**config.mk**
```make
export PLATFORM = sky130hd
export DESIGN_NAME = wildcard_byte_pattern_search
export DESIGN_NICKNAME = d
export VERILOG_FILES = /design/src/wbps_pkg.sv /design/src/wildcard_byte_pattern_search.sv /design/src/wbps_align.sv
export SDC_FILE = /design/constraint.sdc
export NUM_CORES = 2
export LEC_CHECK = 0
export BUFFER_PORTS_ARGS = -buffer_cell sky130_fd_sc_hd__buf_2
export CAP_MARGIN = 30
export CORE_MARGIN = 2
export CORE_UTILIZATION = 39
export DETAILED_ROUTE_END_ITERATION = 12
export PLACE_DENSITY = 0.54
export SLEW_MARGIN = 10
export SYNTH_ARGS = -nofsm -noshare
export SYNTH_HDL_FRONTEND = slang
export SYNTH_SLANG_ARGS = --single-unit
```
**constraint.sdc**
```tcl
create_clock -name clk -period 11.16 [get_ports clk]
set_input_delay 0.558 -clock clk [delete_from_list [all_inputs] [get_ports clk]]
set_output_delay 0.558 -clock clk [all_outputs]
set_load 0.1 [all_outputs]
```
**src/wbps_pkg.sv**
```systemverilog
// Shared types and constants for the wildcard byte pattern search block.
package wbps_pkg;

  // Pattern byte that matches any data byte
  localparam logic [7:0] WILDCARD = 8'h3F;

  // Configuration port geometry
  localparam int CFG_DATA_BITS  = 64;
  localparam int CFG_INDEX_BITS = 3;
  localparam int LENGTH_BITS    = 6;
  localparam int NUM_WORDS      = 4;
  localparam int WORD_BYTES     = 8;
  localparam int PATTERN_BYTES  = NUM_WORDS * WORD_BYTES;

  // Width of the offset field of a result
  localparam int OFFSET_FIELD_BITS = 32;

  // Register indexes
  localparam logic [CFG_INDEX_BITS-1:0] REG_PATTERN_LENGTH = 3'd0;
  localparam logic [CFG_INDEX_BITS-1:0] REG_PATTERN_WORD_0 = 3'd1;
  localparam logic [CFG_INDEX_BITS-1:0] REG_PATTERN_WORD_1 = 3'd2;
  localparam logic [CFG_INDEX_BITS-1:0] REG_PATTERN_WORD_2 = 3'd3;
  localparam logic [CFG_INDEX_BITS-1:0] REG_PATTERN_WORD_3 = 3'd4;

  // Input transaction payload
  typedef struct packed {
    logic [7:0] data_byte;
    logic       last_byte;
  } in_item_t;

  // Output transaction payload
  typedef struct packed {
    logic                         found;
    logic [OFFSET_FIELD_BITS-1:0] match_offset;
  } out_item_t;

  typedef logic [CFG_DATA_BITS-1:0] pattern_word_t;

endpackage

```
**src/wildcard_byte_pattern_search.sv**
```systemverilog
// Top level of the wildcard byte pattern search block.
//
// Streams region bytes, one transaction per cycle while the input is not
// stalled, into a sliding window and reports the leftmost offset where the
// configured pattern (1 to 32 bytes, 0x3F matching any byte) matches: found=1
// with the start offset on the first match, or found=0 on the region's last
// byte if no match occurred. A byte passes through the window register, which
// captures it, and the output register, which the compare outcome loads. Input
// stalls only while the output register holds an untaken result and the
// compare stage is full. Pattern writes pass through the configuration
// registers and the registered alignment before they reach the compare.
module wildcard_byte_pattern_search
  import wbps_pkg::*;
#(
  parameter int MAX_PATTERN = 32,
  parameter int OFFSET_BITS = 32
) (
  input  logic                      clk,
  input  logic                      rst,
  input  logic                      cfg_write,
  input  logic [CFG_INDEX_BITS-1:0] cfg_index,
  input  logic [CFG_DATA_BITS-1:0]  cfg_data,
  input  logic                      in_valid,
  output logic                      in_stall,
  input  in_item_t                  in_data,
  output logic                      out_valid,
  input  logic                      out_stall,
  output out_item_t                 out_data
);

  localparam int PAT_BYTES = (MAX_PATTERN < PATTERN_BYTES) ? MAX_PATTERN : PATTERN_BYTES;
  localparam int LEN_BITS  = $clog2(PAT_BYTES + 1);

  // Configuration registers
  logic [LENGTH_BITS-1:0] pattern_length;
  pattern_word_t          pattern_word [NUM_WORDS];

  always_ff @(posedge clk) begin
    if (rst) begin
      pattern_length <= LENGTH_BITS'(1);
      for (int w = 0; w < NUM_WORDS; w++) begin
        pattern_word[w] <= '0;
      end
    end else if (cfg_write) begin
      case (cfg_index)
        REG_PATTERN_LENGTH: pattern_length  <= cfg_data[LENGTH_BITS-1:0];
        REG_PATTERN_WORD_0: pattern_word[0] <= cfg_data;
        REG_PATTERN_WORD_1: pattern_word[1] <= cfg_data;
        REG_PATTERN_WORD_2: pattern_word[2] <= cfg_data;
        REG_PATTERN_WORD_3: pattern_word[3] <= cfg_data;
        default: ;
      endcase
    end
  end

  // Aligned pattern and mask
  logic [LEN_BITS-1:0]  len_used;
  logic [7:0]           aligned_byte [PAT_BYTES];
  logic [PAT_BYTES-1:0] compare_mask;

  wbps_align #(
    .PAT_BYTES(PAT_BYTES)
  ) u_align (
    .clk           (clk),
    .pattern_length(pattern_length),
    .pattern_word  (pattern_word),
    .len_used      (len_used),
    .aligned_byte  (aligned_byte),
    .compare_mask  (compare_mask)
  );

  // Handshake
  logic s1_valid;
  logic s1_advance;
  logic in_accept;
  logic out_accept;

  assign s1_advance = s1_valid && (!out_valid || !out_stall);
  assign in_stall   = s1_valid && out_valid && out_stall;
  assign in_accept  = in_valid && !in_stall;
  assign out_accept = out_valid && !out_stall;

  // Window stage: window and count as seen by the transaction held here
  logic [7:0]             window [PAT_BYTES];
  logic [OFFSET_BITS-1:0] bytes_seen;
  logic                   s1_last;
  logic [7:0]             window_next [PAT_BYTES];
  logic [OFFSET_BITS-1:0] bytes_seen_next;
  logic [OFFSET_BITS-1:0] count_base;

  // Restart from a clear window after a region's last byte
  always_comb begin
    count_base = s1_last ? '0 : bytes_seen;
    window_next[0] = in_data.data_byte;
    for (int j = 1; j < PAT_BYTES; j++) begin
      window_next[j] = s1_last ? 8'h00 : window[j-1];
    end
    bytes_seen_next = (count_base == '1) ? count_base : count_base + OFFSET_BITS'(1);
  end

  always_ff @(posedge clk) begin
    if (rst) begin
      s1_valid   <= 1'b0;
      s1_last    <= 1'b0;
      bytes_seen <= '0;
      for (int j = 0; j < PAT_BYTES; j++) begin
        window[j] <= 8'h00;
      end
    end else begin
      if (in_accept) begin
        s1_valid   <= 1'b1;
        s1_last    <= in_data.last_byte;
        bytes_seen <= bytes_seen_next;
        window     <= window_next;
      end else if (s1_advance) begin
        s1_valid <= 1'b0;
      end
    end
  end

  // Compare stage
  logic [PAT_BYTES-1:0]         slot_ok;
  logic                         window_full;
  logic                         hit;
  logic [OFFSET_BITS-1:0]       offset_raw;
  logic [OFFSET_FIELD_BITS-1:0] offset_sat;
  logic                         already_matched;

  always_comb begin
    for (int j = 0; j < PAT_BYTES; j++) begin
      slot_ok[j] = !compare_mask[j] || (window[j] == aligned_byte[j]);
    end
  end

  assign window_full = bytes_seen >= OFFSET_BITS'(len_used);
  assign hit         = !already_matched && window_full && (&slot_ok);
  assign offset_raw  = bytes_seen - OFFSET_BITS'(len_used);

  // Offset into the 32-bit field, saturating
  generate
    if (OFFSET_BITS > OFFSET_FIELD_BITS) begin : g_offset_wide
      assign offset_sat = (|offset_raw[OFFSET_BITS-1:OFFSET_FIELD_BITS]) ? '1
                        : offset_raw[OFFSET_FIELD_BITS-1:0];
    end else begin : g_offset_narrow
      assign offset_sat = OFFSET_FIELD_BITS'(offset_raw);
    end
  endgenerate

  // Output register and per-region match flag
  always_ff @(posedge clk) begin
    if (rst) begin
      out_valid       <= 1'b0;
      already_matched <= 1'b0;
    end else begin
      if (s1_advance) begin
        already_matched <= s1_last ? 1'b0 : (already_matched || hit);
      end
      if (s1_advance && hit) begin
        out_valid <= 1'b1;
      end else if (s1_advance && s1_last && !already_matched) begin
        out_valid <= 1'b1;
      end else if (out_accept) begin
        out_valid <= 1'b0;
      end
    end
  end

  always_ff @(posedge clk) begin
    if (s1_advance && hit) begin
      out_data.found        <= 1'b1;
      out_data.match_offset <= offset_sat;
    end else if (s1_advance && s1_last && !already_matched) begin
      out_data.found        <= 1'b0;
      out_data.match_offset <= '0;
    end
  end

endmodule

```
**src/wbps_align.sv**
```systemverilog
// Registered clamp of the pattern length and window-aligned pattern bytes and compare mask.
module wbps_align
  import wbps_pkg::*;
#(
  parameter int PAT_BYTES = 32
) (
  input  logic                               clk,
  input  logic [LENGTH_BITS-1:0]             pattern_length,
  input  pattern_word_t                      pattern_word [NUM_WORDS],
  output logic [$clog2(PAT_BYTES+1)-1:0]     len_used,
  output logic [7:0]                         aligned_byte [PAT_BYTES],
  output logic [PAT_BYTES-1:0]               compare_mask
);

  localparam int LEN_BITS  = $clog2(PAT_BYTES + 1);
  localparam int PIDX_BITS = $clog2(PAT_BYTES);

  logic [7:0]          pat_byte [PAT_BYTES];
  logic [LEN_BITS-1:0] len_next;
  logic [7:0]          aligned_next [PAT_BYTES];
  logic [PAT_BYTES-1:0] mask_next;

  // Unpack the pattern words, low byte first
  always_comb begin
    for (int i = 0; i < PAT_BYTES; i++) begin
      pat_byte[i] = pattern_word[i / WORD_BYTES][(i % WORD_BYTES) * 8 +: 8];
    end
  end

  // Clamp the length into 1..PAT_BYTES
  always_comb begin
    if (pattern_length == '0) begin
      len_next = LEN_BITS'(1);
    end else if (pattern_length > LENGTH_BITS'(PAT_BYTES)) begin
      len_next = LEN_BITS'(PAT_BYTES);
    end else begin
      len_next = LEN_BITS'(pattern_length);
    end
  end

  // Window slot j (0 = newest) lines up with pattern byte len-1-j
  always_comb begin
    logic [LEN_BITS-1:0] k;
    k = '0;
    for (int j = 0; j < PAT_BYTES; j++) begin
      k = len_next - LEN_BITS'(j) - LEN_BITS'(1);
      aligned_next[j] = pat_byte[k[PIDX_BITS-1:0]];
      mask_next[j] = (LEN_BITS'(j) < len_next) && (aligned_next[j] != WILDCARD);
    end
  end

  always_ff @(posedge clk) begin
    len_used     <= len_next;
    aligned_byte <= aligned_next;
    compare_mask <= mask_next;
  end

endmodule
```
==> impl_metrics.env <==
export IMPL_r2r_end="u_align.compare_mask[12]"
export IMPL_route_vias_total=47170
export IMPL_viasPerCell=6.183
export IMPL_use_met3=0.07564
export IMPL_pwr_density_cell_nw_per_um2=151.6
export IMPL_synth_common_cells="nand2_1, dfxtp_1, a21oi_1"
export IMPL_outcome="finished, final reports clean"
export IMPL_portBuffers=115
export IMPL_reg2reg_from="pattern_length[3]"
export IMPL_yosysMostFrequentCell="nand2_1"
export IMPL_grt_max_degree=195
export IMPL_setup_worst_path_class="flip-flop to flip-flop"
export IMPL_drive_above_1_share=0.1161
export IMPL_max_freq_ghz=0.1694
export IMPL_wl_per_cell_um=31.99
export IMPL_tns_ps=0
export IMPL_synth_cell_types=83
export IMPL_place_ws_ps=5528
export IMPL_min_to="window[254]"
export IMPL_cellLeakagePower_nw=18.92
export IMPL_root_buffer="clkbuf_16"
export IMPL_synthArstFlopShare=0
export IMPL_hp_start="in_data[7]"
export IMPL_rsz0062_at_grt="false"
export IMPL_start_util=0.3943
export IMPL_slew_headroom=0.1853
export IMPL_antenna_left=0
export IMPL_syn_nets=6109
export IMPL_fin_crit_ps=5904
export IMPL_cts_tree="built"
export IMPL_regArea_um2=17960
export IMPL_drt_iter0_markers=6182
export IMPL_setup_viol=0
export IMPL_synth_edf_count=32
export IMPL_holdWs_ps=35.17
export IMPL_die_w_um=355.2
export IMPL_ys_flop_type="dfxtp_1"
export IMPL_synth_cells=6011
export IMPL_overflow=0
export IMPL_worst_clock_skew_ps=64.20
export IMPL_cp_max_fo=65
export IMPL_final_max_slew_violation_count=0
export IMPL_area_growth_pct=11.61
export IMPL_ys_warn_count=0
export IMPL_min_period_over_period=0.5291
export IMPL_worst_slew_pin_slew_ps=1209
export IMPL_grt_busiest_layer="met2"
export IMPL_dp_hpwl_um=188200
export IMPL_cts_setup_buffers=0
export IMPL_clock_path_buffers=3
export IMPL_rows=128
export IMPL_hold_class="input port to flip-flop"
export IMPL_routed_wirelength_um=244000
export IMPL_clkTransAtPathRegs_ps=60
export IMPL_cp_startpoint="pattern_length[3]"
export IMPL_numCtsBuffers=100
export IMPL_syn_area_per_cell_um2=8.004
export IMPL_gp_congestion=1.073
export IMPL_ys_seq_elements=881
export IMPL_finalHoldViolCount=0
export IMPL_end_kind="flip-flop"
export IMPL_first_pass_iters=6
export IMPL_antenna_found_initial=19
export IMPL_synth_top_area_cell="dfxtp_1"
export IMPL_yosys_top_cells_area="dfxtp_1, nand2_1, mux2i_1"
export IMPL_ctsHoldBuffers=0
export IMPL_fin_area_um2=53700
export IMPL_grt_pass1_vias=41780
export IMPL_synth_seq_area_share=0.3732
export IMPL_synth_top_area_frac=0.3533
export IMPL_synth_cell_area_um2=48110
export IMPL_cts_resized=0
export IMPL_fin_ws_ps=5256
export IMPL_met1_usage=0.5031
export IMPL_die_area_um2=126200
export IMPL_coreArea_um2=122000
export IMPL_multi_input_area_um2=28270
export IMPL_grt_use_total=0.3743
export IMPL_reg2reg_slack_ps=5260
export IMPL_io_pin_count=116
export IMPL_htreeDepth=3
export IMPL_use_met2=0.5471
export IMPL_maxCapViolCount=0
export IMPL_cp_data_arrival_time_ps=6540
export IMPL_drc=0
export IMPL_placed_area_um2=50080
export IMPL_start_kind="flip-flop"
export IMPL_insertion_delay_ps=770
export IMPL_required_ps=11800
export IMPL_fillCellCount=12310
export IMPL_ir_drop_v=0.0001455
export IMPL_die_h_um=355.2
export IMPL_reg2reg_depth=13
export IMPL_grt_pass1_wl_um=336100
export IMPL_clock_sinks=881
export IMPL_whs_path_depth=3
export IMPL_nNetsFinal=6005
==> how the worst max path moves through the flow <==
stage | end | slack, ps
after floorplan | u_align.compare_mask[1] | 6630
after global placement | u_align.compare_mask[14] | 5510
after detailed placement | u_align.compare_mask[16] | 5530
after CTS | u_align.compare_mask[16] | 5510
after global routing | u_align.compare_mask[16] | 5160
final | u_align.compare_mask[12] | 5260
==> registers in the layout, indices dropped and copies added, names as in the netlist <==
signal,count
already_matched,1
bytes_seen,32
out_data,33
out_valid,1
pattern_length,6
pattern_word,256
s1_last,1
s1_valid,1
u_align.aligned_byte,256
u_align.compare_mask,32
u_align.len_used,6
window,256
==> area by class of cell <==
class | instances | area share
multi-input combinational | 4629 | 0.5265
sequential | 881 | 0.3345
clock buffer | 144 | 0.05436
tap | 1625 | 0.03786
timing repair buffer | 252 | 0.03269
clock inverter | 37 | 0.01014
inverter | 43 | 0.003145
antenna | 17 | 0.0007922
==> critical path: stages (launching register included) <==
cell     delay [ps]
dfxtp_1         620
nor4_1          150
o21ai_4         490
buf_4           740
buf_4           650
buf_4           790
mux2i_1         180
buf_4           180
mux2i_1         680
mux2_2          380
o22ai_1          90
nor2_1          280
nand2_1          90
o41a_1          320
==> logic make-up after synthesis <==
kind of cell	Yosys count	synth area share
flip-flops	881	0.3732
AND/OR/NAND/NOR	2450	0.2308
XOR/XNOR	330	0.06007
multiplexers	519	0.1240
AO/OA/AOI/OAI	1313	0.1648
buffers and inverters	501	0.04257
adder cells (fa/ha/maj)	17	0.004577
==> metal layers <==
metal,wire length [µm],vias up
li1,-,20960
met1,101400,23130
met2,102400,2532
met3,22050,534
met4,18150,8
met5,63,-
==> metrics by stage <==
stage,power [W],instances,utilization
floorplan,0.004137,6011,-
global placement,0.004662,7398,0.4085
detailed placement,0.004665,7423,0.4104
CTS,0.008126,7604,0.4388
global route,0.008345,7614,0.4397
finish,0.008138,7628,0.4400
==> power breakdown <==
| part | switching [W] | internal [W] | total [W] |
|---|---|---|---|
| clock | 0.00149 | 0.00200 | 0.00349 |
| combinational | 0.000786 | 0.000390 | 0.00118 |
| sequential | 0.000175 | 0.00330 | 0.00347 |
==> cell usage in the layout (no fill, tap or decap), drive strengths merged, types with 145 or more instances in the layout <==
master / count
nand2: 1526
nor2: 318
mux2i: 291
o22ai: 292
clkbuf: 145
buf: 251
a21oi: 574
nand3b: 250
xnor2: 308
mux2: 185
dfxtp: 849
(Power assumes the default switching activity.)
